### src/rtl/bkvt_pkg.sv
// shared types and constants of the bounded key/value table
package bkvt_pkg;

  localparam int DEPTH_DEF      = 16;
  localparam int KEY_BITS_DEF   = 32;
  localparam int VALUE_BITS_DEF = 32;

  localparam int CMD_W       = 3;
  localparam int RANK_W      = 4;
  localparam int CAP_W       = 5;
  localparam int OUT_KEY_W   = 32;
  localparam int OUT_VAL_W   = 32;
  localparam int COUNT_OUT_W = 5;

  localparam int OUT_W       = 1 + OUT_KEY_W + OUT_VAL_W + COUNT_OUT_W + 1;
  localparam int OUT_TDATA_W = ((OUT_W + 7) / 8) * 8;

  localparam logic [CAP_W-1:0] CAP_RESET = 5'd16;

  typedef enum logic [CMD_W-1:0] {
    CMD_INSERT = 3'd0,
    CMD_UPDATE = 3'd1,
    CMD_UPSERT = 3'd2,
    CMD_ERASE  = 3'd3,
    CMD_LOOKUP = 3'd4,
    CMD_RANK   = 3'd5
  } cmd_e;

  typedef enum logic [2:0] {
    ST_IDLE,
    ST_SEARCH,
    ST_ERASE,
    ST_R_OUTER,
    ST_R_LATCH,
    ST_R_INNER,
    ST_RESP
  } state_e;

endpackage

### src/rtl/bounded_key_value_table_core.sv
// bounded key/value table: memory-based table with sequential search, erase and rank
//
// Request items enter on s_axis (tdata: cmd, key, value, rank from bit 0 up); one
// result item per request leaves on m_axis (tdata: ok, found_key, found_value,
// entry_count, is_empty from bit 0 up). The capacity register is written over
// cfg_valid_i/cfg_ready_o/cfg_data_i and is always ready.
// One item is processed at a time. Keys and values sit in two synchronous memories
// with one read and one write port; every scan reads one entry per cycle:
//   insert, update, insert-or-update, lookup: one search over the entries
//   erase: search up to the entry, then shift of the tail
//   get-by-rank: outer entry against every entry, one outer entry after another
//   until the rank matches or the entries run out
// The next request can be taken in the same cycle that the result appears on m_axis.
// The result goes to an output register, so a new request is taken while the
// previous result still waits; a stalled receiver holds the block only once the
// next result is ready. Reset empties the table (count zero, memories untouched)
// and sets capacity to 16.
module bounded_key_value_table_core
  import bkvt_pkg::*;
#(
  parameter int DEPTH      = DEPTH_DEF,
  parameter int KEY_BITS   = KEY_BITS_DEF,
  parameter int VALUE_BITS = VALUE_BITS_DEF,
  localparam int IN_W        = CMD_W + KEY_BITS + VALUE_BITS + RANK_W,
  localparam int IN_TDATA_W  = ((IN_W + 7) / 8) * 8
) (
  input  logic                   clk_i,
  input  logic                   rst_ni,
  input  logic                   s_axis_tvalid,
  output logic                   s_axis_tready,
  // cmd, key, value, rank
  input  logic [IN_TDATA_W-1:0]  s_axis_tdata,
  output logic                   m_axis_tvalid,
  input  logic                   m_axis_tready,
  // ok, found_key, found_value, entry_count, is_empty
  output logic [OUT_TDATA_W-1:0] m_axis_tdata,
  input  logic                   cfg_valid_i,
  output logic                   cfg_ready_o,
  input  logic [CAP_W-1:0]       cfg_data_i
);

  localparam int CW   = $clog2(DEPTH + 1);
  localparam int AW   = (DEPTH > 1) ? $clog2(DEPTH) : 1;
  localparam int CMPW = (CW > CAP_W) ? CW : CAP_W;

  state_e state_q, state_d;

  logic [CW-1:0] count_q, count_d;
  logic [CW-1:0] ptr_q, ptr_d;
  logic [CW-1:0] oi_q, oi_d;
  logic [CW-1:0] cnt_q, cnt_d;
  logic [AW-1:0] idx_q, idx_d;
  logic          vld_q, vld_d;
  logic [CAP_W-1:0] cap_q;
  logic          m_valid_q, m_valid_d;
  logic [OUT_TDATA_W-1:0] m_data_q, m_data_d;

  logic [CMD_W-1:0]      cmd_q, cmd_d;
  logic [KEY_BITS-1:0]   key_q, key_d;
  logic [VALUE_BITS-1:0] value_q, value_d;
  logic [RANK_W-1:0]     rank_q, rank_d;
  logic [KEY_BITS-1:0]   ki_q, ki_d;
  logic [VALUE_BITS-1:0] vi_q, vi_d;
  logic                  res_ok_q, res_ok_d;
  logic [KEY_BITS-1:0]   res_fk_q, res_fk_d;
  logic [VALUE_BITS-1:0] res_fv_q, res_fv_d;

  logic [CMD_W-1:0]      s_cmd;
  logic [KEY_BITS-1:0]   s_key;
  logic [VALUE_BITS-1:0] s_value;
  logic [RANK_W-1:0]     s_rank;

  // memories
  logic [KEY_BITS-1:0]   key_mem [DEPTH];
  logic [VALUE_BITS-1:0] val_mem [DEPTH];
  logic [KEY_BITS-1:0]   krd_q;
  logic [VALUE_BITS-1:0] vrd_q;
  logic [AW-1:0]         raddr, waddr;
  logic                  key_we, val_we;
  logic [KEY_BITS-1:0]   wkey;
  logic [VALUE_BITS-1:0] wval;

  logic more, scan_end;

  assign s_cmd   = s_axis_tdata[CMD_W-1:0];
  assign s_key   = s_axis_tdata[CMD_W +: KEY_BITS];
  assign s_value = s_axis_tdata[CMD_W + KEY_BITS +: VALUE_BITS];
  assign s_rank  = s_axis_tdata[CMD_W + KEY_BITS + VALUE_BITS +: RANK_W];

  assign s_axis_tready = (state_q == ST_IDLE);
  assign cfg_ready_o   = 1'b1;
  assign m_axis_tvalid = m_valid_q;
  assign m_axis_tdata  = m_data_q;

  // a scan reads one entry per cycle; krd_q/vrd_q hold the data of address idx_q while vld_q is set
  assign more     = (ptr_q < count_q);
  assign scan_end = !vld_q && !more;

  always_comb begin
    state_d   = state_q;
    count_d   = count_q;
    ptr_d     = ptr_q;
    oi_d      = oi_q;
    cnt_d     = cnt_q;
    idx_d     = idx_q;
    vld_d     = 1'b0;
    cmd_d     = cmd_q;
    key_d     = key_q;
    value_d   = value_q;
    rank_d    = rank_q;
    ki_d      = ki_q;
    vi_d      = vi_q;
    res_ok_d  = res_ok_q;
    res_fk_d  = res_fk_q;
    res_fv_d  = res_fv_q;
    m_valid_d = m_valid_q && !m_axis_tready;
    m_data_d  = m_data_q;
    raddr     = ptr_q[AW-1:0];
    waddr     = idx_q;
    key_we    = 1'b0;
    val_we    = 1'b0;
    wkey      = key_q;
    wval      = value_q;

    case (state_q)
      ST_IDLE: begin
        if (s_axis_tvalid) begin
          cmd_d    = s_cmd;
          key_d    = s_key;
          value_d  = s_value;
          rank_d   = s_rank;
          ptr_d    = '0;
          oi_d     = '0;
          res_ok_d = 1'b0;
          res_fk_d = '0;
          res_fv_d = '0;
          case (s_cmd)
            CMD_INSERT, CMD_UPDATE, CMD_UPSERT, CMD_ERASE, CMD_LOOKUP: begin
              state_d = ST_SEARCH;
            end
            CMD_RANK: begin
              if (CMPW'(s_rank) < CMPW'(count_q)) begin
                state_d = ST_R_OUTER;
              end else begin
                state_d = ST_RESP;
              end
            end
            default: begin
              state_d = ST_RESP;
            end
          endcase
        end
      end

      ST_SEARCH: begin
        if (vld_q && (krd_q == key_q)) begin
          state_d = ST_RESP;
          case (cmd_q)
            CMD_UPDATE, CMD_UPSERT: begin
              val_we   = 1'b1;
              waddr    = idx_q;
              res_ok_d = 1'b1;
            end
            CMD_ERASE: begin
              ptr_d   = CW'(idx_q) + 1'b1;
              state_d = ST_ERASE;
            end
            CMD_LOOKUP: begin
              res_ok_d = 1'b1;
              res_fv_d = vrd_q;
            end
            default: begin
            end
          endcase
        end else if (scan_end) begin
          state_d = ST_RESP;
          case (cmd_q)
            CMD_INSERT, CMD_UPSERT: begin
              if ((CMPW'(count_q) < CMPW'(cap_q)) && (count_q < CW'(DEPTH))) begin
                key_we   = 1'b1;
                val_we   = 1'b1;
                waddr    = count_q[AW-1:0];
                count_d  = count_q + 1'b1;
                res_ok_d = 1'b1;
              end
            end
            default: begin
            end
          endcase
        end else if (more) begin
          ptr_d = ptr_q + 1'b1;
          vld_d = 1'b1;
          idx_d = ptr_q[AW-1:0];
        end
      end

      ST_ERASE: begin
        // move each later entry one place down
        if (vld_q) begin
          key_we = 1'b1;
          val_we = 1'b1;
          waddr  = idx_q - 1'b1;
          wkey   = krd_q;
          wval   = vrd_q;
        end
        if (more) begin
          ptr_d = ptr_q + 1'b1;
          vld_d = 1'b1;
          idx_d = ptr_q[AW-1:0];
        end
        if (scan_end) begin
          count_d  = count_q - 1'b1;
          res_ok_d = 1'b1;
          state_d  = ST_RESP;
        end
      end

      ST_R_OUTER: begin
        raddr   = oi_q[AW-1:0];
        ptr_d   = '0;
        state_d = ST_R_LATCH;
      end

      ST_R_LATCH: begin
        ki_d  = krd_q;
        vi_d  = vrd_q;
        cnt_d = '0;
        ptr_d = ptr_q + 1'b1;
        vld_d = 1'b1;
        idx_d = ptr_q[AW-1:0];
        state_d = ST_R_INNER;
      end

      ST_R_INNER: begin
        if (vld_q && (ki_q > krd_q)) begin
          cnt_d = cnt_q + 1'b1;
        end
        if (more) begin
          ptr_d = ptr_q + 1'b1;
          vld_d = 1'b1;
          idx_d = ptr_q[AW-1:0];
        end
        if (scan_end) begin
          if (CMPW'(cnt_q) == CMPW'(rank_q)) begin
            res_ok_d = 1'b1;
            res_fk_d = ki_q;
            res_fv_d = vi_q;
            state_d  = ST_RESP;
          end else if ((oi_q + 1'b1) < count_q) begin
            oi_d    = oi_q + 1'b1;
            state_d = ST_R_OUTER;
          end else begin
            state_d = ST_RESP;
          end
        end
      end

      ST_RESP: begin
        if (!m_valid_q || m_axis_tready) begin
          m_valid_d = 1'b1;
          m_data_d  = OUT_TDATA_W'({(count_q == '0), COUNT_OUT_W'(count_q),
                                    OUT_VAL_W'(res_fv_q), OUT_KEY_W'(res_fk_q),
                                    res_ok_q});
          state_d   = ST_IDLE;
        end
      end

      default: begin
        state_d = ST_IDLE;
      end
    endcase
  end

  always_ff @(posedge clk_i or negedge rst_ni) begin
    if (!rst_ni) begin
      state_q   <= ST_IDLE;
      count_q   <= '0;
      ptr_q     <= '0;
      oi_q      <= '0;
      cnt_q     <= '0;
      idx_q     <= '0;
      vld_q     <= 1'b0;
      cap_q     <= CAP_RESET;
      m_valid_q <= 1'b0;
    end else begin
      state_q   <= state_d;
      count_q   <= count_d;
      ptr_q     <= ptr_d;
      oi_q      <= oi_d;
      cnt_q     <= cnt_d;
      idx_q     <= idx_d;
      vld_q     <= vld_d;
      m_valid_q <= m_valid_d;
      if (cfg_valid_i) begin
        cap_q <= cfg_data_i;
      end
    end
  end

  always_ff @(posedge clk_i) begin
    cmd_q    <= cmd_d;
    key_q    <= key_d;
    value_q  <= value_d;
    rank_q   <= rank_d;
    ki_q     <= ki_d;
    vi_q     <= vi_d;
    res_ok_q <= res_ok_d;
    res_fk_q <= res_fk_d;
    res_fv_q <= res_fv_d;
    m_data_q <= m_data_d;
  end

  always_ff @(posedge clk_i) begin
    if (key_we) begin
      key_mem[waddr] <= wkey;
    end
    krd_q <= key_mem[raddr];
  end

  always_ff @(posedge clk_i) begin
    if (val_we) begin
      val_mem[waddr] <= wval;
    end
    vrd_q <= val_mem[raddr];
  end

  a_count_bound: assert property (@(posedge clk_i) disable iff (!rst_ni)
    count_q <= CW'(DEPTH))
    else $error("entry count above table depth");

  a_count_moves_at_finish: assert property (@(posedge clk_i) disable iff (!rst_ni)
    !$stable(count_q) |-> state_q == ST_RESP)
    else $error("entry count changed outside the finishing step");

  a_erase_nonempty: assert property (@(posedge clk_i) disable iff (!rst_ni)
    state_q == ST_ERASE |-> count_q != '0)
    else $error("erase shift running on an empty table");

  a_rank_count_bound: assert property (@(posedge clk_i) disable iff (!rst_ni)
    state_q == ST_R_INNER |-> cnt_q <= count_q)
    else $error("rank counter above entry count");

  a_result_from_resp: assert property (@(posedge clk_i) disable iff (!rst_ni)
    $rose(m_valid_q) |-> $past(state_q) == ST_RESP)
    else $error("result item raised outside the result step");

endmodule
### config.mk
export PLATFORM = sky130hd
export DESIGN_NAME = bounded_key_value_table_core
export DESIGN_NICKNAME = d
export VERILOG_FILES = /design/src/rtl/bkvt_pkg.sv /design/src/rtl/bounded_key_value_table_core.sv
export SDC_FILE = /design/constraint.sdc
export NUM_CORES = 2
export LEC_CHECK = 0
export ABC_AREA = 1
export BUFFER_PORTS_ARGS = -buffer_cell sky130_fd_sc_hd__buf_4
export CAP_MARGIN = 40
export CORE_ASPECT_RATIO = 0.75
export CORE_MARGIN = 8
export CORE_UTILIZATION = 25
export DETAILED_ROUTE_END_ITERATION = 8
export PLACE_DENSITY_LB_ADDON = 0.15
export SLEW_MARGIN = 20
export SYNTH_ARGS = -nofsm -noshare
export SYNTH_HDL_FRONTEND = slang
export SYNTH_SLANG_ARGS = --single-unit
export TNS_END_PERCENT = 10
### constraint.sdc
create_clock -name clk_i -period 5.98 [get_ports clk_i]
set_input_delay 1.196 -clock clk_i [delete_from_list [all_inputs] [get_ports clk_i]]
set_output_delay 1.196 -clock clk_i [all_outputs]
set_load 0.03 [all_outputs]
# ---- Yosys cells after proc, flatten, opt, wreduce, memory -nomap -nowiden
# Memory sizes are Yosys's and may differ from the RTL's. A register that Yosys moved wholly into a read port is not among the register bits.
# Cells that the tools add are included.
dict set report word_totals {
  out_inout_bits 75
  wordCells 191
  in_bits 82
  ff_bits 305
  ram_bits 1024
  mem_count 2
}
# name words word_bits rd rd_ports_with_merged_regs write_ports line_no
set memory_table {}
lappend memory_table {key_mem 16 32 1 1 1 bounded_key_value_table_core.sv:74} ;# logic [KEY_BITS-1:0] key_mem [DEPTH];
lappend memory_table {val_mem 16 32 1 1 1 bounded_key_value_table_core.sv:75} ;# logic [VALUE_BITS-1:0] val_mem [DEPTH];
dict set report classes {
  magnitude_cmp 6
  n_reduce_logical 37
  add_sub_neg 7
  eq_ne 38
  muxes 82
}
# op n
set ops {}
lappend ops {{32-bit 2-to-1 mux} 11}
lappend ops {{32-bit case mux with 3 select lines} 1}
lappend ops {{5-bit 2-to-1 mux} 14}
lappend ops {{32-bit case mux with 2 select lines} 1}
lappend ops {{4-bit 2-to-1 mux} 9}
lappend ops {{32-bit == test} 1}
lappend ops {{32-bit > comparator} 1}
lappend ops {{5-bit case mux with 2 select lines} 3}
lappend ops {{3-bit 2-to-1 mux} 9}
lappend ops {{2-bit != test (second input constant)} 13}
lappend ops {{1-bit 2-to-1 mux} 25}
lappend ops {{5-bit case mux with 5 select lines} 1}
lappend ops {{3-bit case mux with 7 select lines} 1}
lappend ops {{5-bit by 1-bit adder with 5-bit output (second input constant)} 4}
lappend ops {{3-bit by 2-bit == test with 1-bit output (second input constant)} 6}
lappend ops {{3-bit == test (second input constant)} 6}
lappend ops {{5-bit < comparator} 3}
lappend ops {{3-bit != test (second input constant)} 4}
lappend ops {{4-bit case mux with 3 select lines} 1}
lappend ops {{6-bit AND reduction} 2}
lappend ops {{3-bit by 1-bit == test with 1-bit output (second input constant)} 3}
lappend ops {{3-bit logical NOT} 3}
lappend ops {{9-bit AND reduction} 1}
lappend ops {{4-bit case mux with 2 select lines} 1}
lappend ops {{27 further kinds} 46}

# ---- Logic depth before layout (Yosys ltp)
dict set report logic_depth {
  depth_word 9
  depth_mapped 17
}

# ---- Worst setup path before layout
# No wires, ideal clock.
dict set report synth_timing {
  path_kind {input -> register}
  startpoint {input m_axis_tready}
  endpoint {register m_data_q[0], in the netlist m_axis_tdata[0], enable pin}
  setup_time_ns 0.501
  cell_stages 2
  n_path_buf 0
  arrival_time_ns 4.191
  slack_ns 1.288
  cell_sequence {nor2_1 nor2_1}
}
dict set report synth_between {
  elab_chain_cells 2
}
# element line_no
set synth_rtl {}
lappend synth_rtl {{from (decl)} bounded_key_value_table_core.sv:34} ;# input logic m_axis_tready,
lappend synth_rtl {{1-bit logical OR} bounded_key_value_table_core.sv:259} ;# if (!m_valid_q || m_axis_tready) begin
lappend synth_rtl {{2-bit AND reduction (no line)} --}
lappend synth_rtl {{to (signal assigned)} bounded_key_value_table_core.sv:310} ;# m_data_q <= m_data_d;
lappend synth_rtl {{to (decl)} bounded_key_value_table_core.sv:56} ;# logic [OUT_TDATA_W-1:0] m_data_q, m_data_d;
# No other way between the ends.
# A chain may end at the register's enable or synchronous reset.

# ---- Worst setup path after layout
dict set report layout_timing {
  startpoint {register count_q[2]}
  endpoint {memory val_mem[8][6] (netlist name), enable pin}
}
dict set report layout_between {
  elab_chain_cells 9
}
# element line_no
set layout_rtl {}
lappend layout_rtl {{from (decl)} bounded_key_value_table_core.sv:48} ;# logic [CW-1:0] count_q, count_d;
lappend layout_rtl {{from (signal assigned)} bounded_key_value_table_core.sv:287} ;# count_q <= count_d;
lappend layout_rtl {{5-bit < comparator} bounded_key_value_table_core.sv:179} ;# if ((CMPW'(count_q) < CMPW'(cap_q)) && (count_q < CW'(DEPTH))) begin
lappend layout_rtl {{1-bit logical AND} bounded_key_value_table_core.sv:179}
lappend layout_rtl {{1-bit 2-to-1 mux} bounded_key_value_table_core.sv:179}
lappend layout_rtl {{1-bit 2-to-1 mux} bounded_key_value_table_core.sv:177} ;# case (cmd_q)
lappend layout_rtl {{1-bit 2-to-1 mux} bounded_key_value_table_core.sv:175} ;# end else if (scan_end) begin
lappend layout_rtl {{1-bit 2-to-1 mux} bounded_key_value_table_core.sv:156} ;# if (vld_q && (krd_q == key_q)) begin
lappend layout_rtl {{1-bit case mux with 2 select lines} bounded_key_value_table_core.sv:125} ;# case (state_q)
lappend layout_rtl {{1-bit 2-to-1 mux} bounded_key_value_table_core.sv:321} ;# if (val_we) begin
lappend layout_rtl {{1-bit 2-to-1 mux (implied by the code)} bounded_key_value_table_core.sv:322} ;# val_mem[waddr] <= wval;
lappend layout_rtl {{to (decl)} bounded_key_value_table_core.sv:75}
# Parallel ways exist; a longest one is shown, timed or not.

==> impl_metrics.json <==
{
  "yosysWarnings": 0,
  "cts_buffers": 156,
  "htreeDepth": 4,
  "synthMuxAreaShare_pct": 0.03859,
  "hold_viol_final": 0,
  "synth_cell_types": 46,
  "irDropWorstVdd_mv": 0.2979,
  "routed_via_density": 4.522,
  "cts.clk_slew.worst_paths_ns": 0.06,
  "grt_pass1_vias": 33908,
  "setup_violations": 0,
  "initial_core_util_pct": 25.10,
  "post_cts.repair.setup_buffers": 0,
  "drv_slew": 0,
  "synth_top_family_by_area": "compound AO/OA/AOI/OAI gates",
  "root_buffer": "clkbuf_16",
  "fillers": 22380,
  "synthCells": 4307,
  "grt_overflow": 0,
  "ys_seq_area_share_pct": 74.42,
  "dieArea_sq_um": 235900,
  "antenna_left": 0,
  "grt_max_degree": 160,
  "path_class": "register to register",
  "fin_area_sq_um": 65920,
  "avgSynthCellArea_sq_um": 12.80,
  "slew_headroom_pct": 36.74,
  "cts-resized-gates": 0,
  "worst_setup_path_start_kind": "register",
  "cp_max_fo": 17,
  "synthArstFlopShare_pct": 2.441,
  "drc": 0,
  "grt_pass1_wl_um": 239100,
  "layout-drive-gt1-share_pct": 12.83,
  "regArea_sq_um": 41020,
  "synth.cell_area_sq_um": 55120,
  "clock_sinks": 1393,
  "ys_ff_latch": 1393,
  "track_usage_pct": 13.49,
  "p_per_area_nw_per_um2": 441.8,
  "port_buffers": 153,
  "maxCapViolations": 0,
  "holdBufCountCts": 0,
  "cts_buffer_depth": 3,
  "min_period_ns": 4.577,
  "vias": 34428,
  "postRouteWirelength_um": 163900,
  "grt_antenna_before_repair": 9,
  "cp.required_ns": 6.44,
  "dp_hpwl_um": 94420,
  "period_share_pct": 76.54,
  "hold_path.class": "input port to async pin",
  "rows": 149,
  "nNetsFinal": 4673,
  "area_growth_pct": 19.60,
  "worstSkewPairLatency_ns": 0.79,
  "p_leak_nw": 22.56,
  "synth_edf_count": 1295,
  "utilization_pct": 30.02,
  "synth_simple_gate_area_share_pct": 9.556,
  "synth_compound_area_share_pct": 11.10,
  "tritoncts": "yes",
  "critPathCaptureType": "register",
  "synth_fa_ha_area_share_pct": 1.285,
  "placed_cell_area_sq_um": 60710,
  "gp_congestion": 0.8369,
  "coreArea_sq_um": 219600,
  "drt_pass1_iterations": 6,
  "multi_input_area_sq_um": 12620,
  "whs_ns": 0.4084,
  "status": "completed",
  "cp_data_arrival_time_ns": 5.04,
  "fin_worst_skew_ns": 0.03545,
  "tns_ns": 0,
  "avgRoutedWirePerCell_um": 21.53,
  "die_h_um": 422.6,
  "synth_nets": 4445,
  "synth-xor-area-share_pct": 0.3178,
  "worst_pin_slew_ns": 0.9490,
  "fp.dieW_um": 558.2,
  "drt-initial-drc-count": 2717,
  "io_pins": 157,
  "dominantRegCellSynth": "edfxtp_1",
  "fmax_mhz": 218.5,
  "grt_setup_unrepaired": "false"
}
==> power by group <==
part | switching [W] | internal (W)
combinational | 0.00480 | 0.00171
sequential | 0.000496 | 0.0124
clock | 0.00401 | 0.00567
total | 0.00930 | 0.0198
==> metrics by stage <==
stage / total power (W) / worst slack (ns) / std cells
final: 0.02912 / 1.403 / 7613
after global routing: 0.03069 / 1.176 / 7612
after CTS: 0.02956 / 1.350 / 7608
after detailed placement: 0.01974 / 1.387 / 7318
after global placement: 0.01965 / 1.339 / 7303
after floorplan: 0.01690 / 1.288 / 4307
==> worst paths after layout <==
check / startpoint / end / slack, ns / cells after the start
min in group clk_i: res_fv_q[7] / m_axis_tdata[40] / 0.41 / 0
min: rst_ni / oi_q[2] / 0.41 / 1
max in group asynchronous: rst_ni / cap_q[4] / 5.19 / 1
max reg2reg: count_q[2] / val_mem[8][6] / 1.40 / 13
max: count_q[2] / val_mem[8][6] / 1.40 / 13
min reg2reg: res_fv_q[7] / m_axis_tdata[40] / 0.41 / 0
==> cell type report <==
cell class	instances	share of cell area [%]
Clock inverter	79	1.298
Timing Repair Buffer	310	3.978
Tap cell	2944	5.587
Sequential cell	1393	62.22
Clock buffer	211	6.514
Inverter	213	1.245
Antenna cell	2	0.007592
Multi-Input combinational cell	2461	19.15
==> per-layer routing <==
metal / wire length, um / vias up / GRT usage, %
met5: 39 / - / 0
met4: 2472 / 6 / 2.668
met3: 7992 / 184 / 2.505
met2: 72500 / 757 / 20.73
met1: 80920 / 17331 / 19.87
li1: - / 16150 / -
==> cell usage in the layout (no fill, tap or decap), types with 64 or more instances in the layout <==
master and instances:
buf_4 289, clkbuf_16 159, dfxtp_1 64, edfxtp_1 1295, inv_1 198, nand2_1 455
nand3_1 105, nor2_1 709, o211ai_1 156, o21ai_0 607, o221ai_1 101, o22ai_1 82
==> Yosys cell counts (all sizes together), types with 3 or more instances <==
cell type	number	area (sq um)
a21oi	36	183.9
xor2	13	113.9
o2111ai	3	26.28
o22ai	82	513.0
o21ai	650	3272
o21a	3	22.52
nor2	748	2818
inv	212	795.8
o211ai	156	1171
nor4	3	18.77
nand3	105	525.5
ha	55	688.2
edfxtp	1295	38890
dfrtp	33	825.8
buf	84	411.7
o221ai	101	884.6
dfxtp	64	1281
xnor2	7	61.31
clkbuf	156	591.8
nor3	7	35.03
nand4	18	112.6
nand2	457	1715
==> logic make-up after synthesis <==
family                     after synthesis
other                                    2
AOI/OAI and AO/OA                     1037
and+or+nand+nor                       1344
xor gates and xnor gates                20
DFF                                   1393
muxes                                    2
buffers and inverters                  453
adders and majority gates               56
==> critical path, stage by stage, from the launching register on <==
cell and delay, ns:
dfrtp_1 0.43, inv_1 0.18, ha_1 0.37, nand2_1 0.06, nand2_1 0.06, nand2_1 0.06
nand3_1 0.28, nand2_1 0.24, o31ai_1 0.52, inv_2 0.45, nand2_1 0.20, inv_2 0.28
nor2_4 0.75, buf_4 0.34
(Power assumes the default switching activity.)
